`config.mk`:
```
export PLATFORM = sky130hd
export DESIGN_NAME = roi_color_channel_sum
export DESIGN_NICKNAME = d
export VERILOG_FILES = /design/src/rccs_pkg.sv /design/src/rccs_cfg.sv /design/src/rccs_front.sv /design/src/rccs_queue.sv /design/src/rccs_back.sv /design/src/roi_color_channel_sum.sv
export SDC_FILE = /design/constraint.sdc
export NUM_CORES = 2
export LEC_CHECK = 0
export BUFFER_PORTS_ARGS = -buffer_cell sky130_fd_sc_hd__buf_2
export CORE_MARGIN = 2
export CORE_UTILIZATION = 40
export CTS_CLUSTER_DIAMETER = 50
export DETAILED_ROUTE_END_ITERATION = 6
export GPL_ROUTABILITY_DRIVEN = 0
export SETUP_SLACK_MARGIN = 0.15
export SYNTH_ARGS = -nofsm -noshare
export SYNTH_HDL_FRONTEND = slang
export SYNTH_HIERARCHICAL = 1
export SYNTH_SLANG_ARGS = --single-unit
export TNS_END_PERCENT = 100
```
`constraint.sdc`:
```
create_clock -name clk -period 15.9 [get_ports clk]
set_clock_uncertainty 0.1 [all_clocks]
set_input_delay 1.59 -clock clk [delete_from_list [all_inputs] [get_ports clk]]
set_output_delay 1.59 -clock clk [all_outputs]
set_load 0.02 [all_outputs]
```
`src/rccs_pkg.sv`:
```
// Package for the region-of-interest color channel sum block.
// Holds the shared types, register codes and constants; it depends on nothing.
`default_nettype none

package rccs_pkg;

  localparam int unsigned COORD_W  = 12;
  localparam int unsigned DIM_W    = 13;
  localparam int unsigned BOUND_W  = 14;
  localparam int unsigned SAMPLE_W = 8;
  localparam int unsigned SUM_W    = 32;
  localparam int unsigned AREA_W   = 25;
  localparam int unsigned RQ_W     = 9;
  localparam int unsigned CFG_IDX_W  = 3;
  localparam int unsigned CFG_DATA_W = 13;

  // h/13 as (h * ROW_RECIP) >> ROW_SHIFT, exact for every 13-bit h.
  localparam logic [16:0] ROW_RECIP = 17'd80660;
  localparam int unsigned ROW_SHIFT = 20;

  localparam int unsigned QUEUE_DEPTH = 4;
  localparam int unsigned QPTR_W      = $clog2(QUEUE_DEPTH);

  typedef enum logic [CFG_IDX_W-1:0] {
    CFG_ROI_LEFT   = 3'd0,
    CFG_ROI_TOP    = 3'd1,
    CFG_ROI_COLS   = 3'd2,
    CFG_ROI_ROWS   = 3'd3,
    CFG_BAND_MODE  = 3'd4,
    CFG_COLOR_MODE = 3'd5
  } cfg_index_t;

  // Region description prepared from the configuration registers.
  typedef struct packed {
    logic [BOUND_W-1:0] col_lo;
    logic [BOUND_W-1:0] col_hi;
    logic [BOUND_W-1:0] ra_lo;
    logic [BOUND_W-1:0] ra_hi;
    logic [BOUND_W-1:0] rb_lo;
    logic [BOUND_W-1:0] rb_hi;
    logic [AREA_W-1:0]  area;
    logic               emit;
    logic               color;
  } region_t;

  // One classified pixel, handed from the front end to the accumulator.
  typedef struct packed {
    logic [SAMPLE_W-1:0] add_b;
    logic [SAMPLE_W-1:0] add_g;
    logic [SAMPLE_W-1:0] add_r;
    logic                last;
    logic                emit;
    logic                color;
    logic [AREA_W-1:0]   area;
  } entry_t;

endpackage

`default_nettype wire

```
`src/rccs_cfg.sv`:
```
// Configuration registers and the region bounds and area derived from them.
// Depends on rccs_pkg.
`default_nettype none

module rccs_cfg #(
  parameter int unsigned MAX_DIM = 4096
) (
  input  wire logic                               clk,
  input  wire logic                               rst,
  input  wire logic                               wr_en,
  input  wire logic [rccs_pkg::CFG_IDX_W-1:0]     wr_index,
  input  wire logic [rccs_pkg::CFG_DATA_W-1:0]    wr_data,
  output rccs_pkg::region_t                       region
);

  logic [rccs_pkg::COORD_W-1:0] roi_left;
  logic [rccs_pkg::COORD_W-1:0] roi_top;
  logic [rccs_pkg::DIM_W-1:0]   roi_cols;
  logic [rccs_pkg::DIM_W-1:0]   roi_rows;
  logic                         band_mode;
  logic                         color_mode;
  logic [rccs_pkg::RQ_W-1:0]    row_q;

  logic [rccs_pkg::DIM_W-1:0]   dim_clamped;
  logic [29:0]                  rq_prod;
  logic [10:0]                  col_q;
  logic [10:0]                  rq3;
  logic [11:0]                  rq6;
  logic [12:0]                  rq9;
  logic [10:0]                  rq5;
  logic [rccs_pkg::DIM_W-1:0]   area_a;
  logic [rccs_pkg::DIM_W-1:0]   area_b;
  logic [rccs_pkg::BOUND_W-1:0] left_x;
  logic [rccs_pkg::BOUND_W-1:0] top_x;
  rccs_pkg::region_t            region_next;

  assign dim_clamped = (wr_data > rccs_pkg::DIM_W'(MAX_DIM)) ?
                       rccs_pkg::DIM_W'(MAX_DIM) : wr_data;
  // Row thirteenth of the band split, h/13, by reciprocal multiplication.
  assign rq_prod = 30'(dim_clamped) * 30'(rccs_pkg::ROW_RECIP);

  always_ff @(posedge clk) begin
    if (rst) begin
      roi_left   <= '0;
      roi_top    <= '0;
      roi_cols   <= '0;
      roi_rows   <= '0;
      band_mode  <= 1'b0;
      color_mode <= 1'b1;
      row_q      <= '0;
    end else if (wr_en) begin
      unique case (wr_index)
        rccs_pkg::CFG_ROI_LEFT:   roi_left <= wr_data[rccs_pkg::COORD_W-1:0];
        rccs_pkg::CFG_ROI_TOP:    roi_top  <= wr_data[rccs_pkg::COORD_W-1:0];
        rccs_pkg::CFG_ROI_COLS:   roi_cols <= dim_clamped;
        rccs_pkg::CFG_ROI_ROWS: begin
          roi_rows <= dim_clamped;
          row_q    <= rq_prod[rccs_pkg::ROW_SHIFT +: rccs_pkg::RQ_W];
        end
        rccs_pkg::CFG_BAND_MODE:  band_mode  <= wr_data[0];
        rccs_pkg::CFG_COLOR_MODE: color_mode <= wr_data[0];
        default: ;
      endcase
    end
  end

  assign col_q  = roi_cols[12:2];
  assign rq3    = {1'b0, row_q, 1'b0} + 11'(row_q);
  assign rq6    = {rq3, 1'b0};
  assign rq9    = 13'(rq6) + 13'(rq3);
  assign rq5    = {row_q, 2'b00} + 11'(row_q);
  assign left_x = rccs_pkg::BOUND_W'(roi_left);
  assign top_x  = rccs_pkg::BOUND_W'(roi_top);

  always_comb begin
    region_next = '0;
    region_next.emit  = (roi_cols != '0) && (roi_rows != '0);
    region_next.color = color_mode;
    if (band_mode) begin
      region_next.col_lo = left_x + rccs_pkg::BOUND_W'(col_q);
      region_next.col_hi = left_x + rccs_pkg::BOUND_W'(roi_cols)
                           - rccs_pkg::BOUND_W'(col_q);
      region_next.ra_lo  = top_x + rccs_pkg::BOUND_W'(row_q);
      region_next.ra_hi  = top_x + rccs_pkg::BOUND_W'(rq3);
      region_next.rb_lo  = top_x + rccs_pkg::BOUND_W'(rq6);
      region_next.rb_hi  = top_x + rccs_pkg::BOUND_W'(rq9);
      area_a = roi_cols - {col_q, 1'b0};
      area_b = rccs_pkg::DIM_W'(rq5);
    end else begin
      // The second band is empty: its lower and upper bounds coincide.
      region_next.col_lo = left_x;
      region_next.col_hi = left_x + rccs_pkg::BOUND_W'(roi_cols);
      region_next.ra_lo  = top_x;
      region_next.ra_hi  = top_x + rccs_pkg::BOUND_W'(roi_rows);
      region_next.rb_lo  = '0;
      region_next.rb_hi  = '0;
      area_a = roi_cols;
      area_b = roi_rows;
    end
    region_next.area = rccs_pkg::AREA_W'(26'(area_a) * 26'(area_b));
  end

  always_ff @(posedge clk) begin
    region <= region_next;
  end

endmodule

`default_nettype wire

```
`src/rccs_front.sv`:
```
// Front end: input register and region test that turns a pixel into a queue entry.
// Depends on rccs_pkg.
`default_nettype none

module rccs_front (
  input  wire logic                              clk,
  input  wire logic                              rst,
  input  wire logic                              in_valid,
  output logic                                   in_ready,
  input  wire logic [rccs_pkg::COORD_W-1:0]      pixel_col,
  input  wire logic [rccs_pkg::COORD_W-1:0]      pixel_row,
  input  wire logic [rccs_pkg::SAMPLE_W-1:0]     blue_sample,
  input  wire logic [rccs_pkg::SAMPLE_W-1:0]     green_sample,
  input  wire logic [rccs_pkg::SAMPLE_W-1:0]     red_sample,
  input  wire logic                              frame_end,
  input  wire rccs_pkg::region_t                 region,
  output logic                                   push,
  output rccs_pkg::entry_t                       push_entry,
  input  wire logic                              queue_full
);

  logic                          s1_valid;
  logic [rccs_pkg::COORD_W-1:0]  s1_col;
  logic [rccs_pkg::COORD_W-1:0]  s1_row;
  logic [rccs_pkg::SAMPLE_W-1:0] s1_b;
  logic [rccs_pkg::SAMPLE_W-1:0] s1_g;
  logic [rccs_pkg::SAMPLE_W-1:0] s1_r;
  logic                          s1_last;
  logic [rccs_pkg::BOUND_W-1:0]  col_x;
  logic [rccs_pkg::BOUND_W-1:0]  row_x;
  logic                          col_ok;
  logic                          band_a;
  logic                          band_b;
  logic                          hit;

  assign push     = s1_valid && !queue_full;
  assign in_ready = !s1_valid || !queue_full;

  always_ff @(posedge clk) begin
    if (rst) begin
      s1_valid <= 1'b0;
    end else if (in_ready) begin
      s1_valid <= in_valid;
    end
  end

  always_ff @(posedge clk) begin
    if (in_valid && in_ready) begin
      s1_col  <= pixel_col;
      s1_row  <= pixel_row;
      s1_b    <= blue_sample;
      s1_g    <= green_sample;
      s1_r    <= red_sample;
      s1_last <= frame_end;
    end
  end

  assign col_x  = rccs_pkg::BOUND_W'(s1_col);
  assign row_x  = rccs_pkg::BOUND_W'(s1_row);
  assign col_ok = (col_x >= region.col_lo) && (col_x < region.col_hi);
  assign band_a = (row_x >= region.ra_lo) && (row_x < region.ra_hi);
  assign band_b = (row_x >= region.rb_lo) && (row_x < region.rb_hi);
  assign hit    = col_ok && (band_a || band_b);

  always_comb begin
    push_entry.add_g = hit ? s1_g : '0;
    push_entry.add_b = (hit && region.color) ? s1_b : '0;
    push_entry.add_r = (hit && region.color) ? s1_r : '0;
    push_entry.last  = s1_last;
    push_entry.emit  = region.emit;
    push_entry.color = region.color;
    push_entry.area  = region.area;
  end

endmodule

`default_nettype wire

```
`src/rccs_queue.sv`:
```
// Short queue of classified pixels between the front end and the accumulator.
// Depends on rccs_pkg.
`default_nettype none

module rccs_queue (
  input  wire logic             clk,
  input  wire logic             rst,
  input  wire logic             push,
  input  wire rccs_pkg::entry_t push_entry,
  output logic                  full,
  input  wire logic             pop,
  output logic                  empty,
  output rccs_pkg::entry_t      head
);

  rccs_pkg::entry_t              slots [rccs_pkg::QUEUE_DEPTH];
  logic [rccs_pkg::QPTR_W-1:0]   wr_ptr;
  logic [rccs_pkg::QPTR_W-1:0]   rd_ptr;
  logic [rccs_pkg::QPTR_W:0]     count;

  assign full  = (count == (rccs_pkg::QPTR_W+1)'(rccs_pkg::QUEUE_DEPTH));
  assign empty = (count == '0);
  assign head  = slots[rd_ptr];

  always_ff @(posedge clk) begin
    if (rst) begin
      wr_ptr <= '0;
      rd_ptr <= '0;
      count  <= '0;
    end else begin
      if (push) begin
        wr_ptr <= wr_ptr + 1'b1;
      end
      if (pop) begin
        rd_ptr <= rd_ptr + 1'b1;
      end
      if (push && !pop) begin
        count <= count + 1'b1;
      end else if (pop && !push) begin
        count <= count - 1'b1;
      end
    end
  end

  always_ff @(posedge clk) begin
    if (push) begin
      slots[wr_ptr] <= push_entry;
    end
  end

endmodule

`default_nettype wire

```
`src/rccs_back.sv`:
```
// Back end: channel accumulators and the registered result stage.
// Depends on rccs_pkg.
`default_nettype none

module rccs_back (
  input  wire logic                           clk,
  input  wire logic                           rst,
  input  wire logic                           empty,
  input  wire rccs_pkg::entry_t               head,
  output logic                                pop,
  output logic                                out_valid,
  input  wire logic                           out_ready,
  output logic [rccs_pkg::SUM_W-1:0]          red_sum,
  output logic [rccs_pkg::SUM_W-1:0]          green_sum,
  output logic [rccs_pkg::SUM_W-1:0]          blue_sum,
  output logic [rccs_pkg::AREA_W-1:0]         pixel_area,
  output logic                                three_channel
);

  logic [rccs_pkg::SUM_W-1:0] red_acc;
  logic [rccs_pkg::SUM_W-1:0] green_acc;
  logic [rccs_pkg::SUM_W-1:0] blue_acc;
  logic [rccs_pkg::SUM_W-1:0] red_acc_next;
  logic [rccs_pkg::SUM_W-1:0] green_acc_next;
  logic [rccs_pkg::SUM_W-1:0] blue_acc_next;
  logic                       report;

  assign red_acc_next   = red_acc + rccs_pkg::SUM_W'(head.add_r);
  assign green_acc_next = green_acc + rccs_pkg::SUM_W'(head.add_g);
  assign blue_acc_next  = blue_acc + rccs_pkg::SUM_W'(head.add_b);

  // An entry that produces a result waits only while the result stage is held.
  assign report = head.last && head.emit;
  assign pop    = !empty && (!report || !out_valid || out_ready);

  always_ff @(posedge clk) begin
    if (rst) begin
      red_acc   <= '0;
      green_acc <= '0;
      blue_acc  <= '0;
      out_valid <= 1'b0;
    end else begin
      if (pop) begin
        if (head.last) begin
          red_acc   <= '0;
          green_acc <= '0;
          blue_acc  <= '0;
        end else begin
          red_acc   <= red_acc_next;
          green_acc <= green_acc_next;
          blue_acc  <= blue_acc_next;
        end
      end
      if (pop && report) begin
        out_valid <= 1'b1;
      end else if (out_ready) begin
        out_valid <= 1'b0;
      end
    end
  end

  always_ff @(posedge clk) begin
    if (pop && report) begin
      red_sum       <= head.color ? red_acc_next : '0;
      green_sum     <= green_acc_next;
      blue_sum      <= head.color ? blue_acc_next : '0;
      pixel_area    <= head.area;
      three_channel <= head.color;
    end
  end

endmodule

`default_nettype wire

```
`src/roi_color_channel_sum.sv`:
```
// Top level of the region-of-interest color channel sum block.
// Depends on rccs_pkg, rccs_cfg, rccs_front, rccs_queue and rccs_back.
`default_nettype none

// The block sums the blue, green and red samples of every pixel that falls in
// a configured rectangle, or in two horizontal face bands cut from it when
// band_mode is set, and reports the three sums with the region's area on the
// pixel marked frame_end. It takes one pixel transaction per clock without
// gaps; the only thing that stops it is a result transaction held by the
// consumer, which backs up a four-entry queue and then the input register.
// A pixel's result reaches the output register through the input register
// and the queue. The front end registers the pixel and tests it against
// bounds prepared from the configuration; the back end adds it into the
// accumulators and loads the output register at the frame's end. In gray mode
// (color_mode clear) the gray value travels on green_sample into green_sum,
// and red_sum and blue_sum read zero. A frame whose rectangle has zero width
// or height gives no result, but its sums are still cleared. Configuration
// writes are always accepted (cfg_ready is tied high) and must be made while
// no pixel is in flight; the division of the height by 13 happens at the
// write, and the prepared bounds and area follow in the next cycle. Width and
// height above MAX_DIM are clamped on the write.
module roi_color_channel_sum #(
  parameter int unsigned MAX_DIM = 4096
) (
  input  wire logic                            clk,
  input  wire logic                            rst,
  input  wire logic                            cfg_valid,
  output logic                                 cfg_ready,
  input  wire logic [rccs_pkg::CFG_IDX_W-1:0]  cfg_index,
  input  wire logic [rccs_pkg::CFG_DATA_W-1:0] cfg_data,
  input  wire logic                            in_valid,
  output logic                                 in_ready,
  input  wire logic [rccs_pkg::COORD_W-1:0]    pixel_col,
  input  wire logic [rccs_pkg::COORD_W-1:0]    pixel_row,
  input  wire logic [rccs_pkg::SAMPLE_W-1:0]   blue_sample,
  input  wire logic [rccs_pkg::SAMPLE_W-1:0]   green_sample,
  input  wire logic [rccs_pkg::SAMPLE_W-1:0]   red_sample,
  input  wire logic                            frame_end,
  output logic                                 out_valid,
  input  wire logic                            out_ready,
  output logic [rccs_pkg::SUM_W-1:0]           red_sum,
  output logic [rccs_pkg::SUM_W-1:0]           green_sum,
  output logic [rccs_pkg::SUM_W-1:0]           blue_sum,
  output logic [rccs_pkg::AREA_W-1:0]          pixel_area,
  output logic                                 three_channel
);

  rccs_pkg::region_t region;
  rccs_pkg::entry_t  push_entry;
  rccs_pkg::entry_t  head;
  logic              push;
  logic              pop;
  logic              queue_full;
  logic              queue_empty;

  // The register file never stalls a write.
  assign cfg_ready = 1'b1;

  rccs_cfg #(
    .MAX_DIM (MAX_DIM)
  ) u_cfg (
    .clk      (clk),
    .rst      (rst),
    .wr_en    (cfg_valid && cfg_ready),
    .wr_index (cfg_index),
    .wr_data  (cfg_data),
    .region   (region)
  );

  // Front end: captures the pixel, tests it against the region and masks
  // the samples that do not count.
  rccs_front u_front (
    .clk          (clk),
    .rst          (rst),
    .in_valid     (in_valid),
    .in_ready     (in_ready),
    .pixel_col    (pixel_col),
    .pixel_row    (pixel_row),
    .blue_sample  (blue_sample),
    .green_sample (green_sample),
    .red_sample   (red_sample),
    .frame_end    (frame_end),
    .region       (region),
    .push         (push),
    .push_entry   (push_entry),
    .queue_full   (queue_full)
  );

  rccs_queue u_queue (
    .clk        (clk),
    .rst        (rst),
    .push       (push),
    .push_entry (push_entry),
    .full       (queue_full),
    .pop        (pop),
    .empty      (queue_empty),
    .head       (head)
  );

  // Back end: accumulates and hands out one result transaction per frame with a non-empty rectangle.
  rccs_back u_back (
    .clk           (clk),
    .rst           (rst),
    .empty         (queue_empty),
    .head          (head),
    .pop           (pop),
    .out_valid     (out_valid),
    .out_ready     (out_ready),
    .red_sum       (red_sum),
    .green_sum     (green_sum),
    .blue_sum      (blue_sum),
    .pixel_area    (pixel_area),
    .three_channel (three_channel)
  );

endmodule

`default_nettype wire

```
* Word level (Yosys, flattened, before mapping)
Memory sizes are Yosys's and may differ from the RTL's. A register that Yosys moved wholly into a read port is not among the register bits.
Index checks and enable logic that the tools add are counted.
** Storage, ports and cells
- Register bits :: 447
- Memories kept :: 1
- RAM bits :: 208
- Output and inout port bits :: 125
** Memory list
- u_queue.slots :: depth 4, bits a word 52, rd ports 1, clocked after memory_dff 1, wr ports 1, line rccs_queue.sv:16 : rccs_pkg::entry_t slots [rccs_pkg::QUEUE_DEPTH];
** Cells by class
- Order comparisons :: 7
- Muxes and demuxes :: 18
- Reduce and logical (&&, ||, !) cells :: 36
- Equality and inequality tests :: 6
- Multipliers :: 2
- $add $sub $neg :: 19
** Operators with widths (count)
- 32-bit by 8-bit adder with 32-bit output :: 3
- 32-bit 2-to-1 mux :: 3
- 82-bit 2-to-1 mux :: 1
- 12-bit by 13-bit adder with 14-bit output :: 3
- 12-bit by 14-bit less-than comparator with 1-bit output :: 3
- 12-bit by 11-bit adder with 13-bit output :: 3
- 13-bit 2-to-1 mux :: 3
- 12-bit by 14-bit >= comparator with 1-bit output :: 2
- 13-bit by 15-bit multiplier with 27-bit output, second input constant :: 1
- 13-bit nonzero test :: 2
- 13-bit by 13-bit multiplier with 25-bit output :: 1
- 8-bit 2-to-1 mux :: 3
- 14-bit by 11-bit subtractor with 14-bit output :: 1
- 12-bit by 12-bit adder with 13-bit output :: 1
- 12-bit by 9-bit adder with 13-bit output :: 1
- 12-bit by 13-bit >= comparator with 1-bit output :: 1
- 13-bit greater-than comparator, second input constant :: 1
- 1-bit logical AND :: 13
- 13-bit by 12-bit subtractor with 13-bit output :: 1
- 2-bit AND reduction :: 6
- 10-bit by 9-bit adder with 11-bit output :: 1
- 11-bit by 9-bit adder with 11-bit output :: 1
- 3-bit equality test, second input constant :: 3
- 1-bit logical NOT :: 7
- other kinds (11) :: 23

* Depth between registers and ports, before layout
- Depth after elaboration :: 8
- Gate-level depth with buffers :: 31
- Mapped depth without buffers :: 31

* Hierarchy
Netlist, hierarchy kept.
** Modules (own cells, without submodules)
- rccs_cfg :: instances 1, cells each 2126, area each 18352.6 um^2
- rccs_back :: instances 1, cells each 1024, area each 10776.6 um^2
- rccs_queue :: instances 1, cells each 316, area each 7993.9 um^2
- rccs_front :: instances 1, cells each 374, area each 3751.1 um^2
- roi_color_channel_sum :: instances 1, cells each 2, area each 11.3 um^2

* Worst setup path after synthesis
OpenSTA, ideal clock, no wires.
- Kind :: input -> register
- Start :: input port out_ready
- End :: register u_back/blue_sum[0] in the netlist's numbering (enable)
- Arrival time :: 7167 ps
- Stages on the path :: 4
- Slack :: 8028 ps
- Required time :: 15195 ps
- Library setup time :: 605 ps
- Buffers on the path :: 1
- Path through :: nand2b_1 > o21bai_1 > clkbuf_1 > nor2_1
** Between the ends
- Word-level cells in the longest chain between the ends :: 3
** Ends and longest elaborated chain
- start: declaration :: line roi_color_channel_sum.sv:40 : input wire logic out_ready,
- 1-bit logical OR :: line rccs_back.sv:34 : assign pop = !empty && (!report || !out_valid || out_ready);
- 1-bit logical AND :: line rccs_back.sv:34
- 1-bit logical AND :: line rccs_back.sv:63 : if (pop && report) begin
- end signal: assignment :: line rccs_back.sv:66 : blue_sum <= head.color ? blue_acc_next : '0;
- end: declaration :: line rccs_back.sv:15 : output logic [rccs_pkg::SUM_W-1:0] blue_sum,
Every way passes these cells.
A chain may end at the register's enable or synchronous reset.

==> results.json <==
{
  "min_delay_path_depth": 0,
  "criticalPathCategory": "flop to flop",
  "final.setup.tns_ns": 0,
  "critPathLaunchType": "flop",
  "cts.reportedPaths.clkPinSlew_ns": 0.06,
  "antenna_found_initial": 5,
  "postCtsSetupRepairBufs": 0,
  "total_power_w": 0.00552,
  "holdPathEnd": "u_cfg/region[0]",
  "initial_utilization_pct": 40.2,
  "startpoint": "u_cfg/roi_cols[1]",
  "vias": 28000,
  "r2r-end": "u_cfg/region[23]",
  "dr.pass1.iters": 5,
  "critPathMaxFanout": 7,
  "ys_seq_elements": 655,
  "core_sq_um": 102000,
  "drt-total-wl_microns": 98700,
  "async_flop_share_pct": 0,
  "finalHoldViolations": 0,
  "period_share_pct": 51.7,
  "utilization_pct": 45.1,
  "drv_cap": 0,
  "synth_edf_count": 379,
  "rsz0062_at_grt": "no",
  "r2r_cells": 30,
  "vdd_drop_max_mv": 0.0865,
  "synth_area_per_cell_sq_um": 10.6,
  "crit_required_ns": 16.35,
  "setup_violations": 0,
  "syn_inst": 3842,
  "cts_tree": "built",
  "die_area_sq_um": 105000,
  "hpwl_microns": 73500,
  "drt_iter0_drc": 2011,
  "drc": 0,
  "grt_remaining_overflow": 0,
  "fin_nets": 4626,
  "synth_warnings": 6,
  "maxSlewViolCount": 0,
  "final_antenna_net_count": 0,
  "maxSlewHeadroom_pct": 27.4,
  "netlist.top_cell.by_area": "edfxtp_1",
  "grt_usage_pct": 19.1,
  "grt_pass1_vias": 27500,
  "ios": 195,
  "critPathArrivalTime_ns": 8.68,
  "power.density_nw_per_um2": 121,
  "grt_max_degree": 76,
  "row_count": 117,
  "p_leak_nw": 18.9,
  "drive_gt1_share_pct": 12.5,
  "netlist_area_sq_um": 40900,
  "slowest_stage": "a2111oi_1",
  "cts_hold_buffers": 0,
  "max_stage_delay_ns": 0.68,
  "hold_start": "u_cfg/color_mode",
  "die_w_microns": 324,
  "worstSkewPairLatency_ns": 0.64,
  "clock_path_buffers": 3,
  "cts_num_sinks": 655,
  "yosysTopAreaCellShare_pct": 27.8,
  "r2r_slack_ns": 7.68,
  "tightest_slew_ns": 1.09,
  "finalCriticalPeriod_ns": 8.22,
  "synthDistinctLibCells": 100,
  "grt_pass1_wl_microns": 156000,
  "ys_top_cells_by_area": "edfxtp_1, dfxtp_1, ha_1",
  "cts_buffers": 83,
  "outcome": "finished, final reports clean",
  "die_h_microns": 324,
  "io_buffer_count": 193,
  "hp-class": "flop to flop",
  "cts-htree-levels": 3,
  "ys_seq_area_share_pct": 41.4,
  "cts-resized-gates": 0,
  "cp-end-kind": "flop",
  "r2r-start": "u_cfg/roi_cols[1]",
  "vias_per_cell": 5.16,
  "cts_root_buf": "clkbuf_16",
  "wire_per_inst_microns": 18.2,
  "synth_flop_cell": "edfxtp_1",
  "synthToLayoutAreaGrowth_pct": 12.0,
  "crit_top_cell": "fa_1",
  "max_clock_freq_mhz": 122
}
[power by group]
group	switching [W]	total, W	internal, W
sequential	0.000105	0.00212	0.00202
combinational	0.000903	0.00145	0.000548
clock	0.000768	0.00195	0.00118
total	0.00178	0.00552	0.00375
[per-layer routing]
metal,track usage (%),share of wire [%]
met1,25.8,45
met4,5.11,2.2
met3,2.70,5.2
met5,0,0.038
met2,32.0,47
[cell families (layout without fill, tap and decap cells)]
kind of cell | count (synthesis) | in the layout | share of synthesized area, %
other | 3 | 7 | 0.0275
buffers and inverters | 597 | 809 | 6.29
AND/OR/NAND/NOR | 1031 | 1031 | 12.1
multiplexers | 93 | 93 | 3.96
XOR/XNOR | 202 | 202 | 4.33
flip-flops | 655 | 655 | 41.4
adder cells (fa/ha/maj) | 568 | 568 | 21.0
AO/OA/AOI/OAI | 693 | 693 | 11.0
[cells in the final DEF, fill, tap and decap left out, types with 65 or more instances in the layout]
cell type,instances
inv_1,426
edfxtp_1,379
ha_1,373
nand2_1,371
dfxtp_1,273
a21oi_1,250
nor2_1,237
fa_1,195
buf_2,192
xnor2_1,138
o21ai_0,112
clkbuf_16,84
nor3_1,67
and2_1,65
[cell type report]
| type | count | area, sq um |
|---|---|---|
| clock buffers | 100 | 2210 |
| inverters | 427 | 1600 |
| repair buffers | 229 | 1240 |
| well taps | 1368 | 1710 |
| flip-flops and latches | 655 | 16900 |
| multi-input cells | 2592 | 21400 |
| clock inverters | 53 | 669 |
| diodes | 2 | 5.00 |
| fillers | 9602 | 55800 |
[through the flow]
step	instances	setup slack [ns]	instance area (sq um)	hold slack [ns]
6_report	5426	7.68	45800	0.370
4_1_cts	5424	7.79	45800	0.349
2_1_floorplan	3844	8.03	40900	0.232
3_3_place_gp	5271	7.95	42900	0.326
3_5_place_dp	5271	7.80	42900	0.330
5_1_grt	5424	7.07	45800	0.368
[critical path, delay by kind of cell, from the launching register on]
family	cells	cell delay, ns
adders and majority gates	8	3.42
AOI/OAI and AO/OA	10	2.14
and+or+nand+nor	5	1.13
muxes	1	0.48
DFF	1	0.44
buffers and inverters	5	0.30
xor gates and xnor gates	1	0.14
[cell usage after synthesis, types with 38 or more instances]
cell type / number
inv_1: 426
edfxtp_1: 379
ha_1: 373
nand2_1: 371
dfxtp_1: 276
a21oi_1: 250
nor2_1: 238
fa_1: 195
xnor2_1: 138
o21ai_0: 113
clkbuf_1: 86
and2_1: 70
nor3_1: 69
xor2_1: 64
a21o_1: 61
nand3_1: 54
mux4_2: 50
nor2b_1: 38
[worst max path at each step]
stage	endpoint	slack (ns)
floorplan	u_back/blue_sum[0]	8.03
global placement	u_cfg/region[25]	7.95
detailed placement	u_cfg/region[23]	7.80
CTS	u_cfg/region[23]	7.79
global route	u_cfg/region[25]	7.07
finish	u_cfg/region[23]	7.68
[sequential cells by signal, indices dropped and copies added (netlist names), 2 cells and up, named ones only]
register / count
u_cfg/roi_left: 12
u_cfg/region: 108
u_front/s1_g: 8
u_front/s1_row: 12
u_front/s1_b: 8
u_front/s1_col: 12
u_cfg/roi_rows: 13
u_back/red_acc: 32
u_queue/count: 3
u_queue/wr_ptr: 2
u_back/red_sum: 32
u_back/green_sum: 32
u_back/pixel_area: 25
u_back/blue_acc: 32
u_cfg/roi_cols: 13
u_cfg/row_q: 9
u_back/blue_sum: 32
u_cfg/roi_top: 12
u_back/green_acc: 32
u_queue/rd_ptr: 2
u_front/s1_r: 8
u_queue/slots: 208
Power figures use the tool's default switching activity.
